[config.mk]
export PLATFORM = sky130hd
export DESIGN_NAME = integer_to_text_formatter_unit
export DESIGN_NICKNAME = d
export VERILOG_FILES = /design/src/hdl/itf_pkg.sv /design/src/hdl/integer_to_text_formatter_unit.sv /design/src/hdl/itf_ram.sv
export SDC_FILE = /design/constraint.sdc
export NUM_CORES = 1
export LEC_CHECK = 0
export BUFFER_PORTS_ARGS = -buffer_cell sky130_fd_sc_hd__buf_2
export CORE_ASPECT_RATIO = 1.25
export CORE_UTILIZATION = 35
export DETAILED_ROUTE_END_ITERATION = 7
export SKIP_CTS_REPAIR_TIMING = 1
export SYNTH_ARGS = -nofsm -noshare
export SYNTH_HDL_FRONTEND = slang
export SYNTH_SLANG_ARGS = --single-unit
[constraint.sdc]
create_clock -name clk -period 10.9 [get_ports clk]
set_input_delay 1.09 -clock clk [delete_from_list [all_inputs] [get_ports clk]]
set_output_delay 1.09 -clock clk [all_outputs]
set_load 0.1 [all_outputs]
[src/hdl/itf_pkg.sv]
package itf_pkg;

    // Bit positions inside the format flags word
    localparam int unsigned FLAG_LEFT    = 0;
    localparam int unsigned FLAG_ZEROPAD = 1;
    localparam int unsigned FLAG_PLUS    = 2;
    localparam int unsigned FLAG_SPACE   = 3;
    localparam int unsigned FLAG_HASH    = 4;
    localparam int unsigned FLAG_PREC    = 5;
    localparam int unsigned FLAG_UPPER   = 6;

    // Radix codes
    localparam logic [1:0] RADIX_BIN = 2'd0;
    localparam logic [1:0] RADIX_OCT = 2'd1;
    localparam logic [1:0] RADIX_DEC = 2'd2;
    localparam logic [1:0] RADIX_HEX = 2'd3;

    // ASCII characters used by the formatter
    localparam logic [7:0] CH_ZERO  = 8'h30;
    localparam logic [7:0] CH_LX    = 8'h78;
    localparam logic [7:0] CH_UX    = 8'h58;
    localparam logic [7:0] CH_LB    = 8'h62;
    localparam logic [7:0] CH_MINUS = 8'h2D;
    localparam logic [7:0] CH_PLUS  = 8'h2B;
    localparam logic [7:0] CH_SPACE = 8'h20;
    localparam logic [7:0] CH_UA    = 8'h41;
    localparam logic [7:0] CH_LA    = 8'h61;

    // Most text emitted for one number
    localparam logic [5:0] MAX_CHARS = 6'd63;

    // Reciprocal of ten for a 12-bit dividend: q = (x * RECIP10) >> 19
    localparam logic [15:0] RECIP10 = 16'd52429;

    // Sequencer states
    typedef enum logic [10:0] {
        ST_IDLE  = 11'b000_0000_0001,
        ST_DIV   = 11'b000_0000_0010,
        ST_PREC  = 11'b000_0000_0100,
        ST_ZPAD  = 11'b000_0000_1000,
        ST_HASH  = 11'b000_0001_0000,
        ST_PFX   = 11'b000_0010_0000,
        ST_HZERO = 11'b000_0100_0000,
        ST_SIGN  = 11'b000_1000_0000,
        ST_PLAN  = 11'b001_0000_0000,
        ST_ENEXT = 11'b010_0000_0000,
        ST_EREAD = 11'b100_0000_0000
    } itf_state_t;

endpackage

[src/hdl/integer_to_text_formatter_unit.sv]
// Integer to text formatter.
// An input word carries a 64-bit magnitude, a sign mark, a radix code, a
// precision, a field width and format flags. It is taken on in_valid and
// in_ready; in_ready is high only while the block is idle, so one number is
// formatted at a time. The text leaves on out_valid and out_ready, one
// character per word, most significant character first, with is_last set on
// the final character. At most 63 characters are sent; an empty text sends
// no word at all.
// Digit generation takes one digit per step in binary, octal and hex. In
// decimal a shared divide-by-ten step handles one byte of the magnitude per
// cycle and passes over the whole magnitude for each digit. Precision zeros,
// padding zeros, the alternate-form prefix and the sign are then stored in
// turn, and a planning step sets up emission. Emission sends leading spaces,
// then the stored characters, read through the digit memory's registered
// read port, then trailing spaces, and then returns to idle.
// A receiver that holds out_ready low simply stalls the sequencer; no word
// is lost or repeated.
// Reset clears the sequencer and the output valid flag; the digit memory is
// not cleared, since each number writes every entry it later reads.
module integer_to_text_formatter_unit
    import itf_pkg::*;
#(
    parameter int DIGIT_BUFFER_DEPTH = 32
) (
    input  logic        clk,
    input  logic        rst_n,
    input  logic        in_valid,
    output logic        in_ready,
    input  logic [63:0] magnitude,
    input  logic        is_negative,
    input  logic [1:0]  radix_code,
    input  logic [5:0]  min_digits,
    input  logic [5:0]  field_width,
    input  logic [6:0]  format_flags,
    output logic        out_valid,
    input  logic        out_ready,
    output logic [7:0]  character,
    output logic        is_last
);

    localparam int CW = $clog2(DIGIT_BUFFER_DEPTH + 1);
    localparam int AW = $clog2(DIGIT_BUFFER_DEPTH);
    localparam logic [CW-1:0] DEPTH_C = CW'(DIGIT_BUFFER_DEPTH);

    itf_state_t     state_reg, state_next;
    logic [63:0]    val_reg, val_next;
    logic [3:0]     rem_reg, rem_next;
    logic [2:0]     step_reg, step_next;
    logic [CW-1:0]  cnt_reg, cnt_next;
    logic [5:0]     prec_reg, prec_next;
    logic [5:0]     w_reg, w_next;
    logic [1:0]     radix_reg, radix_next;
    logic           neg_reg, neg_next;
    logic           left_reg, left_next;
    logic           zp_reg, zp_next;
    logic           plus_reg, plus_next;
    logic           space_reg, space_next;
    logic           hash_reg, hash_next;
    logic           precg_reg, precg_next;
    logic           upper_reg, upper_next;
    logic [5:0]     lpad_reg, lpad_next;
    logic [5:0]     rpad_reg, rpad_next;
    logic [CW-1:0]  idx_reg, idx_next;
    logic [5:0]     tot_reg, tot_next;
    logic           ovalid_reg, ovalid_next;
    logic [7:0]     ochar_reg, ochar_next;
    logic           olast_reg, olast_next;

    logic           push_en;
    logic [7:0]     push_ch;
    logic           ram_re;
    logic [AW-1:0]  ram_raddr;
    logic [7:0]     ram_rdata;
    logic           slot_free;
    logic           not_full;
    logic [CW-1:0]  cnt_inc;
    logic [CW-1:0]  cnt_dec;
    logic [CW-1:0]  idx_dec;

    // Divide-by-ten step and digit character
    logic [11:0]    div_x;
    logic [27:0]    div_prod;
    logic [7:0]     div_q;
    logic [11:0]    div_r;
    logic [3:0]     dig;
    logic [63:0]    val_shift;
    logic [7:0]     dig_ch;

    // Emission plan
    logic [5:0]     plan_pad;
    logic [7:0]     plan_sum;

    assign in_ready  = (state_reg == ST_IDLE);
    assign out_valid = ovalid_reg;
    assign character = ochar_reg;
    assign is_last   = olast_reg;

    assign slot_free = !ovalid_reg || out_ready;
    assign not_full  = (cnt_reg < DEPTH_C);
    assign cnt_inc   = cnt_reg + 1'b1;
    assign cnt_dec   = cnt_reg - 1'b1;
    assign idx_dec   = idx_reg - 1'b1;

    // One byte of long division by ten, remainder carried between steps
    assign div_x    = {rem_reg, val_reg[63:56]};
    assign div_prod = 28'(div_x) * 28'(RECIP10);
    assign div_q    = div_prod[26:19];
    assign div_r    = div_x - (12'(div_q) * 12'd10);

    // Digit value and remaining value for each radix; decimal uses the divide step
    always_comb
    begin
        case (radix_reg)
            RADIX_BIN:
            begin
                dig       = {3'b000, val_reg[0]};
                val_shift = val_reg >> 1;
            end
            RADIX_OCT:
            begin
                dig       = {1'b0, val_reg[2:0]};
                val_shift = val_reg >> 3;
            end
            RADIX_HEX:
            begin
                dig       = val_reg[3:0];
                val_shift = val_reg >> 4;
            end
            default:
            begin
                dig       = div_r[3:0];
                val_shift = {val_reg[55:0], div_q};
            end
        endcase
    end

    // Digit to ASCII
    always_comb
    begin
        if (dig < 4'd10)
        begin
            dig_ch = CH_ZERO + 8'(dig);
        end
        else
        begin
            dig_ch = (upper_reg ? CH_UA : CH_LA) + 8'(dig) - 8'd10;
        end
    end

    // Padding that goes with the final character count
    always_comb
    begin
        if (8'(cnt_reg) < 8'(w_reg))
        begin
            plan_pad = 6'(8'(w_reg) - 8'(cnt_reg));
        end
        else
        begin
            plan_pad = 6'd0;
        end
        plan_sum = 8'(cnt_reg) + 8'(plan_pad);
        if (!left_reg && zp_reg)
        begin
            plan_sum = 8'(cnt_reg);
        end
    end

    // Sequencer
    always_comb
    begin
        state_next  = state_reg;
        val_next    = val_reg;
        rem_next    = rem_reg;
        step_next   = step_reg;
        cnt_next    = cnt_reg;
        prec_next   = prec_reg;
        w_next      = w_reg;
        radix_next  = radix_reg;
        neg_next    = neg_reg;
        left_next   = left_reg;
        zp_next     = zp_reg;
        plus_next   = plus_reg;
        space_next  = space_reg;
        hash_next   = hash_reg;
        precg_next  = precg_reg;
        upper_next  = upper_reg;
        lpad_next   = lpad_reg;
        rpad_next   = rpad_reg;
        idx_next    = idx_reg;
        tot_next    = tot_reg;
        ovalid_next = ovalid_reg && !out_ready;
        ochar_next  = ochar_reg;
        olast_next  = olast_reg;
        push_en     = 1'b0;
        push_ch     = CH_ZERO;
        ram_re      = 1'b0;
        ram_raddr   = idx_dec[AW-1:0];

        case (state_reg)
            ST_IDLE:
            begin
                if (in_valid)
                begin
                    val_next   = magnitude;
                    rem_next   = 4'd0;
                    step_next  = 3'd0;
                    cnt_next   = '0;
                    prec_next  = min_digits;
                    radix_next = radix_code;
                    neg_next   = is_negative;
                    left_next  = format_flags[FLAG_LEFT];
                    zp_next    = format_flags[FLAG_ZEROPAD];
                    plus_next  = format_flags[FLAG_PLUS];
                    space_next = format_flags[FLAG_SPACE];
                    hash_next  = format_flags[FLAG_HASH] && (magnitude != 64'd0);
                    precg_next = format_flags[FLAG_PREC];
                    upper_next = format_flags[FLAG_UPPER];
                    // One column is kept for the sign when zero padding
                    if ((field_width != 6'd0) && format_flags[FLAG_ZEROPAD] &&
                        (is_negative || format_flags[FLAG_PLUS] ||
                         format_flags[FLAG_SPACE]))
                    begin
                        w_next = field_width - 6'd1;
                    end
                    else
                    begin
                        w_next = field_width;
                    end
                    if (format_flags[FLAG_PREC] && (magnitude == 64'd0))
                    begin
                        state_next = ST_PREC;
                    end
                    else
                    begin
                        state_next = ST_DIV;
                    end
                end
            end

            ST_DIV:
            begin
                val_next = val_shift;
                if ((radix_reg == RADIX_DEC) && (step_reg != 3'd7))
                begin
                    rem_next  = div_r[3:0];
                    step_next = step_reg + 3'd1;
                end
                else
                begin
                    rem_next  = 4'd0;
                    step_next = 3'd0;
                    push_en   = 1'b1;
                    push_ch   = dig_ch;
                    if ((val_shift == 64'd0) || (cnt_inc == DEPTH_C))
                    begin
                        state_next = ST_PREC;
                    end
                end
            end

            ST_PREC:
            begin
                if ((8'(cnt_reg) < 8'(prec_reg)) && not_full)
                begin
                    push_en = 1'b1;
                end
                else
                begin
                    state_next = ST_ZPAD;
                end
            end

            ST_ZPAD:
            begin
                if (zp_reg && (8'(cnt_reg) < 8'(w_reg)) && not_full)
                begin
                    push_en = 1'b1;
                end
                else
                begin
                    state_next = hash_reg ? ST_HASH : ST_SIGN;
                end
            end

            ST_HASH:
            begin
                // Make room for the prefix when the text is already at size
                if (!precg_reg && (cnt_reg != '0) &&
                    ((8'(cnt_reg) == 8'(prec_reg)) || (8'(cnt_reg) == 8'(w_reg))))
                begin
                    if ((radix_reg == RADIX_HEX) && (cnt_dec != '0))
                    begin
                        cnt_next = cnt_reg - CW'(2);
                    end
                    else
                    begin
                        cnt_next = cnt_dec;
                    end
                end
                state_next = ST_PFX;
            end

            ST_PFX:
            begin
                if ((radix_reg == RADIX_HEX) && not_full)
                begin
                    push_en    = 1'b1;
                    push_ch    = upper_reg ? CH_UX : CH_LX;
                    space_next = 1'b0;
                end
                else if ((radix_reg == RADIX_BIN) && not_full)
                begin
                    push_en = 1'b1;
                    push_ch = CH_LB;
                end
                state_next = ST_HZERO;
            end

            ST_HZERO:
            begin
                push_en    = 1'b1;
                state_next = ST_SIGN;
            end

            ST_SIGN:
            begin
                if (neg_reg)
                begin
                    push_en = 1'b1;
                    push_ch = CH_MINUS;
                end
                else if (plus_reg)
                begin
                    push_en = 1'b1;
                    push_ch = CH_PLUS;
                end
                else if (space_reg)
                begin
                    push_en = 1'b1;
                    push_ch = CH_SPACE;
                end
                state_next = ST_PLAN;
            end

            ST_PLAN:
            begin
                lpad_next = (!left_reg && !zp_reg) ? plan_pad : 6'd0;
                rpad_next = left_reg ? plan_pad : 6'd0;
                idx_next  = cnt_reg;
                tot_next  = (plan_sum > 8'(MAX_CHARS)) ? MAX_CHARS : plan_sum[5:0];
                state_next = ((plan_sum == 8'd0)) ? ST_IDLE : ST_ENEXT;
            end

            ST_ENEXT:
            begin
                if (tot_reg == 6'd0)
                begin
                    state_next = ST_IDLE;
                end
                else if (lpad_reg != 6'd0)
                begin
                    if (slot_free)
                    begin
                        ovalid_next = 1'b1;
                        ochar_next  = CH_SPACE;
                        olast_next  = (tot_reg == 6'd1);
                        tot_next    = tot_reg - 6'd1;
                        lpad_next   = lpad_reg - 6'd1;
                    end
                end
                else if (idx_reg != '0)
                begin
                    ram_re     = 1'b1;
                    idx_next   = idx_dec;
                    state_next = ST_EREAD;
                end
                else if (slot_free)
                begin
                    ovalid_next = 1'b1;
                    ochar_next  = CH_SPACE;
                    olast_next  = (tot_reg == 6'd1);
                    tot_next    = tot_reg - 6'd1;
                    rpad_next   = rpad_reg - 6'd1;
                end
            end

            ST_EREAD:
            begin
                if (slot_free)
                begin
                    ovalid_next = 1'b1;
                    ochar_next  = ram_rdata;
                    olast_next  = (tot_reg == 6'd1);
                    tot_next    = tot_reg - 6'd1;
                    state_next  = ST_ENEXT;
                end
            end

            default:
            begin
                state_next = ST_IDLE;
            end
        endcase

        // Store pushes saturate at the buffer size
        if (push_en && not_full)
        begin
            cnt_next = cnt_inc;
        end
    end

    // Digit store
    itf_ram #(
        .WIDTH (8),
        .DEPTH (DIGIT_BUFFER_DEPTH)
    ) u_digits (
        .clk   (clk),
        .we    (push_en && not_full),
        .waddr (cnt_reg[AW-1:0]),
        .wdata (push_ch),
        .re    (ram_re),
        .raddr (ram_raddr),
        .rdata (ram_rdata)
    );

    // Control registers
    always_ff @(posedge clk or negedge rst_n)
    begin
        if (!rst_n)
        begin
            state_reg  <= ST_IDLE;
            ovalid_reg <= 1'b0;
            cnt_reg    <= '0;
            step_reg   <= 3'd0;
            tot_reg    <= 6'd0;
        end
        else
        begin
            state_reg  <= state_next;
            ovalid_reg <= ovalid_next;
            cnt_reg    <= cnt_next;
            step_reg   <= step_next;
            tot_reg    <= tot_next;
        end
    end

    // Working registers
    always_ff @(posedge clk)
    begin
        val_reg   <= val_next;
        rem_reg   <= rem_next;
        prec_reg  <= prec_next;
        w_reg     <= w_next;
        radix_reg <= radix_next;
        neg_reg   <= neg_next;
        left_reg  <= left_next;
        zp_reg    <= zp_next;
        plus_reg  <= plus_next;
        space_reg <= space_next;
        hash_reg  <= hash_next;
        precg_reg <= precg_next;
        upper_reg <= upper_next;
        lpad_reg  <= lpad_next;
        rpad_reg  <= rpad_next;
        idx_reg   <= idx_next;
        ochar_reg <= ochar_next;
        olast_reg <= olast_next;
    end

    // The digit count never passes the buffer size
    a_cnt_bound: assert property (@(posedge clk) disable iff (!rst_n)
        cnt_reg <= DEPTH_C)
        else $error("digit count beyond buffer size");

    // The sequencer holds exactly one state
    a_state_onehot: assert property (@(posedge clk) disable iff (!rst_n)
        $onehot(state_reg))
        else $error("sequencer state not one-hot");

    // A new character is only loaded by the emission states
    a_out_src: assert property (@(posedge clk) disable iff (!rst_n)
        $rose(out_valid) |-> ($past(state_reg) == ST_ENEXT || $past(state_reg) == ST_EREAD))
        else $error("character loaded outside emission");

    // The division step counter only runs during digit generation
    a_step_idle: assert property (@(posedge clk) disable iff (!rst_n)
        (step_reg != 3'd0) |-> (state_reg == ST_DIV))
        else $error("division step active outside digit generation");

endmodule

[src/hdl/itf_ram.sv]
module itf_ram #(
    parameter int WIDTH = 8,
    parameter int DEPTH = 32
) (
    input  logic                     clk,
    input  logic                     we,
    input  logic [$clog2(DEPTH)-1:0] waddr,
    input  logic [WIDTH-1:0]         wdata,
    input  logic                     re,
    input  logic [$clog2(DEPTH)-1:0] raddr,
    output logic [WIDTH-1:0]         rdata
);

    logic [WIDTH-1:0] mem [DEPTH];

    // Single write port, registered read port
    always_ff @(posedge clk)
    begin
        if (we)
        begin
            mem[waddr] <= wdata;
        end
        if (re)
        begin
            rdata <= mem[raddr];
        end
    end

endmodule
Yosys cells after proc, flatten, opt, wreduce, memory -nomap -nowiden
Memory sizes are Yosys's and may differ from the RTL's. A register that Yosys moved wholly into a read port is not among the register bits.
Index checks and enable logic that the tools add are counted.
{ "word_totals": {"memories": 1, "output_inout_bits": 11, "inputBits": 90, "ram_bits": 256, "regBits": 138} }
{ "classes": {"multipliers": 2, "addsub": 14, "order_cmp": 5, "eq_ne": 36, "reduce_logical": 54, "muxes": 90} }
{ "memory_table": {"columns": ["memory", "words", "width", "rd", "rd_clocked_by_memory_dff", "write_ports", "line_no", "source"], "rows": [
  ["u_digits.mem", 32, 8, 1, 1, 1, "itf_ram.sv:14", "logic [WIDTH-1:0] mem [DEPTH];"]
]} }
{ "op_table": {"columns": ["operator", "count"], "rows": [
  ["$pmux W64 S3", 1],
  ["$logic_not A64 Y1", 2],
  ["$pmux W64 S2", 1],
  ["$pmux W11 S11", 1],
  ["$mux W6", 20],
  ["$mux W11", 9],
  ["$mux W64", 1],
  ["$mux W8", 8],
  ["$reduce_bool A64 Y1", 1],
  ["$pmux W6 S2", 3],
  ["$reduce_bool A6 Y1", 5],
  ["$sub A6 B1 Y6 const B", 5],
  ["$mul A12 B16 Y27 const B", 1],
  ["$mux W1", 24],
  ["$ne A2 B2 Y1 const B", 12],
  ["$pmux W8 S3", 1],
  ["$mux W7", 3],
  ["$pmux W6 S3", 1],
  ["$logic_and A1 B1 Y1", 17],
  ["$pmux W8 S2", 1],
  ["$mux W5", 3],
  ["$eq A6 B6 Y1", 2],
  ["$lt A6 B6 Y1", 2],
  ["$ne A3 B3 Y1 const B", 4],
  ["other kinds (48)", 73]
]} }

Depth between registers and ports, before layout
Gate-level depths: netlist (run 1).
{ "logic_depth": {"word_depth": 9, "mapped_depth": 25} }

Hierarchy
Synthesis (run 1) repeated with hierarchy kept, for this count alone.
{ "hier_totals": {"hier_cells": 1542, "area_unflattened_um2": 22338.9} }
{ "modules_own_cells": {"columns": ["module", "n_inst", "cells_per_inst", "seq_area_each_um2", "area_per_inst_um2"], "rows": [
  ["integer_to_text_formatter_unit", 1, 1125, 4010.1, 12205.5],
  ["itf_ram", 1, 417, 7927.6, 10133.5]
]} }

Worst setup path after synthesis (run 1)
OpenSTA, ideal clock, no wires.
{ "synth_timing": {"path_kind": "register to register", "startpoint": "reg val_reg[62]", "endpoint": "mem u_digits.mem[0][3] (data pin)", "stages_incl_launch_ff": 23, "path_slack_ns": 2.482, "n_path_buf": 0, "synth_period_minus_slack_ns": 8.418, "required_time_ns": 10.285, "setup_ns": 0.615, "t_arrival_ns": 7.802, "cell_sequence": "edfxtp_1 > ha_1 > fa_1 > inv_1 > fa_1 > inv_1 > fa_1 > inv_1 > fa_1 > inv_1 > ha_1 > nand2_1 > nor4_1 > o31ai_1 > a211oi_1 > ha_1 > inv_1 > fa_1 > xnor2_1 > xnor2_1 > nor3_1 > nor3_1 > o311ai_0"} }
{ "synth_between": {"elab_chain_len": 9, "elab_cells_between_ends": 11, "classes_between": "add/sub (4); mul (2); order compare (1); mux (4)"} }
{ "synth_lines": {"columns": ["element", "line_no", "source"], "rows": [
  ["start: declaration", "integer_to_text_formatter_unit.sv:46", "logic [63:0] val_reg, val_next;"],
  ["start signal: assignment", "integer_to_text_formatter_unit.sv:450", "val_reg <= val_next;"],
  ["$mul A12 B16 Y27 *", "integer_to_text_formatter_unit.sv:106", "assign div_prod = 28'(div_x) * 28'(RECIP10);"],
  ["$mul A8 B3 Y3 *", "integer_to_text_formatter_unit.sv:108", "assign div_r = div_x - (12'(div_q) * 12'd10);"],
  ["$sub A4 B4 Y4 *", "integer_to_text_formatter_unit.sv:108", null],
  ["$pmux W4 S3 *", "integer_to_text_formatter_unit.sv:113", "case (radix_reg)"],
  ["$add A7 B4 Y8", "integer_to_text_formatter_unit.sv:146", "dig_ch = (upper_reg ? CH_UA : CH_LA) + 8'(dig) - 8'd10;"],
  ["$sub A8 B4 Y8", "integer_to_text_formatter_unit.sv:146", null],
  ["$mux W8 *", "integer_to_text_formatter_unit.sv:140", "if (dig < 4'd10)"],
  ["$mux W8 *", "integer_to_text_formatter_unit.sv:243", "if ((radix_reg == RADIX_DEC) && (step_reg != 3'd7))"],
  ["$pmux W8 S3 *", "integer_to_text_formatter_unit.sv:199", "case (state_reg)"],
  ["net push_ch[3]", "integer_to_text_formatter_unit.sv:70", "logic [7:0] push_ch;"],
  ["end: declaration", "itf_ram.sv:14", null]
]} }
Mark *: on every way through the listed nets, which the timed path passes. The rest lies on a longest branch.

Worst setup path in the final report (run 1)
{ "layout_timing": {"startpoint": "reg val_reg[62]", "endpoint": "mem u_digits.mem[3][0] (data pin)"} }
{ "layout_between": {"elab_chain_len": 8} }
{ "layout_lines": {"columns": ["element", "line_no"], "rows": [
  ["$mul A12 B16 Y27", "integer_to_text_formatter_unit.sv:106"],
  ["$mul A8 B3 Y3", "integer_to_text_formatter_unit.sv:108"],
  ["$sub A4 B4 Y4", "integer_to_text_formatter_unit.sv:108"],
  ["$pmux W4 S3", "integer_to_text_formatter_unit.sv:113"],
  ["$lt A4 B4 Y1", "integer_to_text_formatter_unit.sv:140"],
  ["$mux W8", "integer_to_text_formatter_unit.sv:140"],
  ["$mux W8", "integer_to_text_formatter_unit.sv:243"],
  ["$pmux W8 S3", "integer_to_text_formatter_unit.sv:199"],
  ["net push_ch[0]", "integer_to_text_formatter_unit.sv:70"]
]} }
The timed path passes the listed nets, and every way through them passes these cells.

==> results of run 1 <==
[how the worst max path moves through the flow]
stage | startpoint | endpoint | slack, ps | depth (start not counted)
floorplan | val_reg[62]$_DFFE_PP_ | u_digits.mem[0][3]$_DFFE_PP_ | 2480 | 22
finish | val_reg[62]$_DFFE_PP_ | u_digits.mem[3][0]$_DFFE_PP_ | 2820 | 23
global placement | val_reg[62]$_DFFE_PP_ | u_digits.mem[12][0]$_DFFE_PP_ | 3190 | 23
CTS | val_reg[62]$_DFFE_PP_ | u_digits.mem[3][0]$_DFFE_PP_ | 2820 | 23
detailed placement | val_reg[62]$_DFFE_PP_ | u_digits.mem[12][0]$_DFFE_PP_ | 2890 | 23
global route | val_reg[62]$_DFFE_PP_ | u_digits.mem[3][0]$_DFFE_PP_ | 2230 | 23
[cells by family after synthesis]
logic type,count (synthesis),synth area share [%]
compound gates,202,6.18
mux,131,13.1
xor+xnor,32,1.32
flops,368,51.2
buf+inv,203,3.72
other cells,1,0.0176
fa+ha+maj,158,10.9
simple gates,637,13.6
[per-layer routing]
layer	GRT usage, %	part of all wire [%]	up-vias
li1	-	-	6610
met1	21.6	40	7203
met2	30.6	51	489
met3	2.82	5.4	109
met4	7.48	3.8	0
met5	0	0	-
[worst max-delay path: stages, from the launching register on]
cell and delay, ps:
edfxtp_1 540, ha_1 400, fa_1 610, inv_1 70, fa_1 470, inv_1 50, fa_1 540, inv_1 70
fa_1 490, inv_1 40, ha_1 310, nand2_1 100, nor4_1 370, o31ai_1 160, a211oi_1 550, ha_1 260
inv_1 50, fa_1 370, xnor2_1 150, xnor2_1 280, nor3_1 120, nor3_1 540, nor3_1 160, o31ai_4 950
[cell usage after synthesis, drive strengths merged (16+ instances only)]
master  count
a21oi      42
buf        23
clkbuf     51
dfrtp      26
edfxtp    341
fa         45
ha        113
inv       129
mux4      114
nand2     156
nand3      46
nor2      266
nor3       33
nor4       42
o211ai     16
o21ai      56
xnor2      18
[stage by stage]
step / utilization, % / instance area [um2] / setup WS (ps) / hold WS, ps
after CTS: 40.0 / 23900 / 2820 / 511
after global placement: 37.9 / 22700 / 3190 / 488
final: 40.0 / 23900 / 2820 / 505
after detailed placement: 37.9 / 22700 / 2890 / 497
after floorplan: - / 21300 / 2480 / 467
after global routing: 40.0 / 23900 / 2230 / 519
[final cells by class]
type	count	area, um2	share of cell area [%]
Timing Repair Buffer	116	623	2.61
Inverter	129	484	2.03
Clock inverter	24	205	0.858
Sequential cell	368	10900	45.7
Tap cell	765	957	4.00
Multi-Input combinational cell	1161	9690	40.5
Clock buffer	49	1030	4.33
==> out/results.tsv, run 1 <==
stage	metric	value	unit
critical_path	Critical Path Fanout Max	32	
synth	Synth cell types	73	
timing	Fin. Hold Viols	0	
final_layout	commonest non-fill, non-tap cell in the layout	edfxtp_1	
detailed_routing	routed len/inst	20.6	um
synth	Synth area leaders	edfxtp_1 48%, mux4_2 11%, ha_1 6.6%	
placement	dpl cells	2539	
final_layout	most frequent cells in the layout	341 x edfxtp_1, 266 x nor2_1, 156 x nand2_1	
final_layout	Syn-to-layout area delta	12.2	%
detailed_routing	DR pass1 iterations	5	
synth	synthesized netlist net count	1980	
synth	Mapped Cells	1732	
timing	unrepaired setup endpoints after global routing	no	
global_routing	Total GRT Usage	17.6	%
synth	post-synthesis sequential area ratio	51.2	%
critical_path	arrival time at the worst endpoint	8280	ps
critical_path	CP endpoint kind	register	
clocking	H-Tree Depth	2	
die	DIE AREA	61900	um2
clocking	CTS max path bufs	3	
synth	Post-synth top flop	edfxtp_1	
timing	Slew headroom	19.5	%
critical_path	worst r2r src	val_reg[62]$_DFFE_PP_	
timing	Clock Skew	35.8	ps
die	Top Ports	101	
detailed_routing	Post-Route WL	53800	um
placement	hpwl dp	38300	um
global_routing	first-pass GRT wire length	84900	um
critical_path	Worst Setup Start Kind	register	
final_layout	Non-Filler Instances	2612	
synth	EDFF count, synth	341	
critical_path	kind of critical path	register to register	
global_routing	largest net degree at the start of global routing	75	
synth	synthesized area per cell	12.3	um2
synth	Synth async-reset ratio	7.34	%
die	row count	100	
global_routing	Congestion Overflow GR	0	
timing	Peak Freq	124	MHz
clocking	CTS tree	yes	
timing	setup tns final	0	ps
critical_path	R2R setup slack	2820	ps
detailed_routing	via count	14411	
final_layout	Final nets	2064	
die	Die Height	278	um
detailed_routing	Vias/cell	5.52	
synth	flops & latches, synth	368	
die	Initial Util	35.6	%
final_layout	number of flip-flops under the largest register name	224	
synth	top cell type's share of synthesized area	48.1	%
critical_path	reg2reg end	u_digits.mem[3][0]$_DFFE_PP_	
final_layout	layout cells sized above 1	16.4	%
timing	Slew @ Worst Pin	1210	ps
clocking	Skew-Pair Late Insertion Delay	580	ps
min_path	hold wc startpoint	u_digits.rdata[5]$_DFFE_PP_	
global_routing	antenna violations before repair	0	
min_path	Worst Hold Path EP	character[5]$_SDFFCE_PN1P_	
clocking	CTS clk-pin slew, worst paths	60	ps
synth	synthesized cell area	21300	um2
placement	Port Buffers	99	
synth	biggest area consumer among synthesized cells	edfxtp_1	
die	Chip Width	223	um
final_layout	n_diodes	0	
critical_path	Reg2Reg Depth	23	
clocking	CTS buffer count	40	
synth	Yosys warnings	0	
min_path	Hold Path Stages	1	
run	max_cap viols	0	
clocking	Root Driver	clkbuf_16	
min_path	Hold Path Class	register to register	
run_status	status	complete, no violations	
die	Placeable Area	59800	um2
global_routing	vias in the first global route	14933	
clocking	# clock sinks	368	
detailed_routing	DRC viols	0	
timing	final max-slew violation count	0	
timing	Final setup viols	0	
timing	clock period minus worst slack	8080	ps
detailed_routing	Detailed Route Iter0 Violations	1194	
critical_path	Required @ worst endpoint	11100	ps
final_layout	fillers	5658	
timing	period utilization	74.1	%
detailed_routing	antenna-violating nets left	0	
placement	GP Congestion	0.896	
Power of run 1 is not shown: default switching activity piles up to over one toggle a cycle in this logic, so the estimate is an artifact.
==> run 2, diff against run 1 <==
--- a/config.mk
+++ b/config.mk
@@ -5,6 +5,7 @@
 export SDC_FILE = /design/constraint.sdc
 export NUM_CORES = 1
 export LEC_CHECK = 0
+export ABC_AREA = 1
 export BUFFER_PORTS_ARGS = -buffer_cell sky130_fd_sc_hd__buf_2
 export CORE_ASPECT_RATIO = 1.25
 export CORE_UTILIZATION = 35
==> constraint.sdc (replaced) <==
create_clock -name clk -period 7.8 [get_ports clk]
set_input_delay 0.78 -clock clk [delete_from_list [all_inputs] [get_ports clk]]
set_output_delay 0.78 -clock clk [all_outputs]
set_load 0.1 [all_outputs]
==> out/results.tsv, run 2 <==
stage	metric	value	unit	change
timing	Slew @ Worst Pin	1360	ps	+148 ps
run	max_cap viols	0		unchanged
detailed_routing	antenna-violating nets left	0		unchanged
critical_path	Slowest-stage cell, CP	o21ai_2		
die	Placeable Area	62300	um2	+4.1%
synth	top cells by count, synth	473 x nand2_1, 386 x nor2_1, 341 x edfxtp_1, 296 x inv_1, 163 x o21ai_0		
global_routing	antenna violations before repair	4		+4
timing	Clock Skew	21.0	ps	-14.8 ps
synth	top cell type's share of synthesized area	46.3	%	-1.8 points
synth	synthesized cell area	22100	um2	+3.9%
synth	synthesized netlist net count	2693		+36%
clocking	Root Driver	clkbuf_16		
global_routing	Congestion Overflow GR	0		unchanged
detailed_routing	DRC viols	0		unchanged
die	Chip Width	227	um	+1.9%
placement	hpwl dp	43900	um	+15%
final_layout	most frequent cells in the layout	472 x nand2_1, 385 x nor2_1, 341 x edfxtp_1		
synth	Post-synth top flop	edfxtp_1		
run_status	status	complete, no violations		
critical_path	kind of critical path	register to register		
synth	EDFF count, synth	341		unchanged
detailed_routing	DR pass1 iterations	5		unchanged
placement	GP Congestion	0.901		+0.59%
detailed_routing	Post-Route WL	61100	um	+13%
clocking	# clock sinks	368		unchanged
final_layout	layout cells sized above 1	8.27	%	-8.1 points
synth	Synth async-reset ratio	7.34	%	unchanged
detailed_routing	Vias/cell	5.21		-5.6%
critical_path	Worst Setup Start Kind	register		
global_routing	Total GRT Usage	18.9	%	+1.3 points
timing	clock period minus worst slack	7130	ps	-952 ps
detailed_routing	Detailed Route Iter0 Violations	1561		+31%
critical_path	arrival time at the worst endpoint	7530	ps	-750 ps
clocking	CTS max path bufs	3		unchanged
die	Die Height	283	um	+1.9%
synth	Synth cell types	59		-19%
global_routing	largest net degree at the start of global routing	106		+41%
timing	final max-slew violation count	0		unchanged
critical_path	Critical Path Fanout Max	18		-44%
synth	biggest area consumer among synthesized cells	edfxtp_1		
synth	Mapped Cells	2445		+41%
critical_path	Required @ worst endpoint	8200	ps	-2900 ps
clocking	Skew-Pair Late Insertion Delay	580	ps	about the same
critical_path	CP endpoint kind	register		
final_layout	number of flip-flops under the largest register name	224		unchanged
placement	Port Buffers	99		unchanged
timing	period utilization	91.4	%	+17 points
die	Top Ports	101		unchanged
die	Initial Util	35.5	%	-0.090 points
final_layout	commonest non-fill, non-tap cell in the layout	nand2_1		
timing	Final setup viols	0		unchanged
synth	top-count cell post-synth	nand2_1		
global_routing	vias in the first global route	17520		+17%
timing	Peak Freq	140	MHz	+13%
detailed_routing	routed len/inst	18.1	um	-12%
critical_path	CP max stage delay	650	ps	-300 ps
synth	flops & latches, synth	368		unchanged
min_path	Hold Path Class	primary input to asynchronous set/reset pin		
clocking	CTS tree	yes		
final_layout	Syn-to-layout area delta	11.4	%	
timing	setup tns final	0	ps	unchanged
die	DIE AREA	64200	um2	+3.8%
detailed_routing	via count	17568		+22%
final_layout	Final nets	2759		+34%
timing	Fin. Hold Viols	0		unchanged
global_routing	first-pass GRT wire length	94500	um	+11%
synth	post-synthesis sequential area ratio	49.3	%	-1.9 points
synth	synthesized area per cell	9.05	um2	-26%
synth	Synth area leaders	edfxtp_1 46%, nand2_1 8.0%, nor2_1 6.5%		
clocking	CTS buffer count	40		unchanged
timing	Slew headroom	9.35	%	-10 points
die	row count	102		+2.0%
timing	unrepaired setup endpoints after global routing	no		
synth	Yosys warnings	0		unchanged
clocking	CTS clk-pin slew, worst paths	60	ps	about the same
clocking	H-Tree Depth	2		unchanged
## run 2: changes by cell type after synthesis, sizes merged, moves of 20 or more
cell,delta
o21ai,+111
inv,+177
nand3,+112
o32ai,+35
o221ai,+24
nor2,+126
nand2,+320
mux4,-114
nor4,-20
## run 2: path summary, 6_finish.rpt
check	from	to	slack, ps	depth (start not counted)
min in group clk	format_flags[0]	left_reg$_DFFE_PP_	400	1
max in group asynchronous	rst_n	state_reg[1]$_DFFE_PN0P_	7120	1
hold / removal	rst_n	tot_reg[4]$_DFFE_PN0P_	240	1
setup / recovery	val_reg[62]$_DFFE_PP_	u_digits.mem[8][4]$_DFFE_PP_	670	30
hold reg to reg	step_reg[0]$_DFFE_PN0P_	step_reg[0]$_DFFE_PN0P_	490	1
setup reg to reg	val_reg[62]$_DFFE_PP_	u_digits.mem[8][4]$_DFFE_PP_	670	30
## run 2: per-stage QoR
| stage | setup slack, ps | utilization [%] | instance area, um2 | hold WS [ps] | instances |
|---|---|---|---|---|---|
| 2_1_floorplan | 612 | - | 22100 | 467 | 2445 |
| 3_3_place_gp | 875 | 37.6 | 23400 | 489 | 3301 |
| 3_5_place_dp | 734 | 37.6 | 23400 | 493 | 3301 |
| 4_1_cts | 689 | 39.6 | 24700 | 244 | 3371 |
| 5_1_grt | 218 | 39.6 | 24700 | 277 | 3373 |
| 6_report | 674 | 39.6 | 24700 | 236 | 3373 |
## run 2: cell families (layout without fill, tap and decap cells)
logic type      Yosys count  after routing  share of synthesized area [%]
simple gates           1119           1119                           21.1
other cells               1              3                         0.0169
buf+inv                 403            497                           7.24
compound gates          345            345                           9.75
flops                   368            368                           49.3
fa+ha+maj               158            158                           10.5
xor+xnor                 30             30                           1.19
mux                      21             21                          0.950
## run 2: layer usage
layer / global-route usage (%) / share of wire [%]
met2: 32.4 / 49
met1: 23.2 / 41
met3: 2.71 / 5.6
met4: 8.85 / 4.5
met5: 0 / 0.052
## run 2: worst max-delay path: cells and delay by family (launching register included)
| family | cells | cell delay [ps] |
|---|---|---|
| flops | 1 | 520 |
| fa+ha+maj | 8 | 3360 |
| buf+inv | 7 | 630 |
| xor+xnor | 1 | 150 |
| simple gates | 10 | 1240 |
| compound gates | 4 | 1020 |
## run 2: final cells by class
type | instances | area (um2)
inverters | 308 | 1160
multi-input cells | 1674 | 9640
fillers | 6295 | 37600
repair buffers | 119 | 646
clock buffers | 60 | 1100
diodes | 2 | 5.00
well taps | 832 | 1040
clock inverters | 10 | 153
flip-flops and latches | 368 | 10900
Power of run 2 is left out for the same reason.
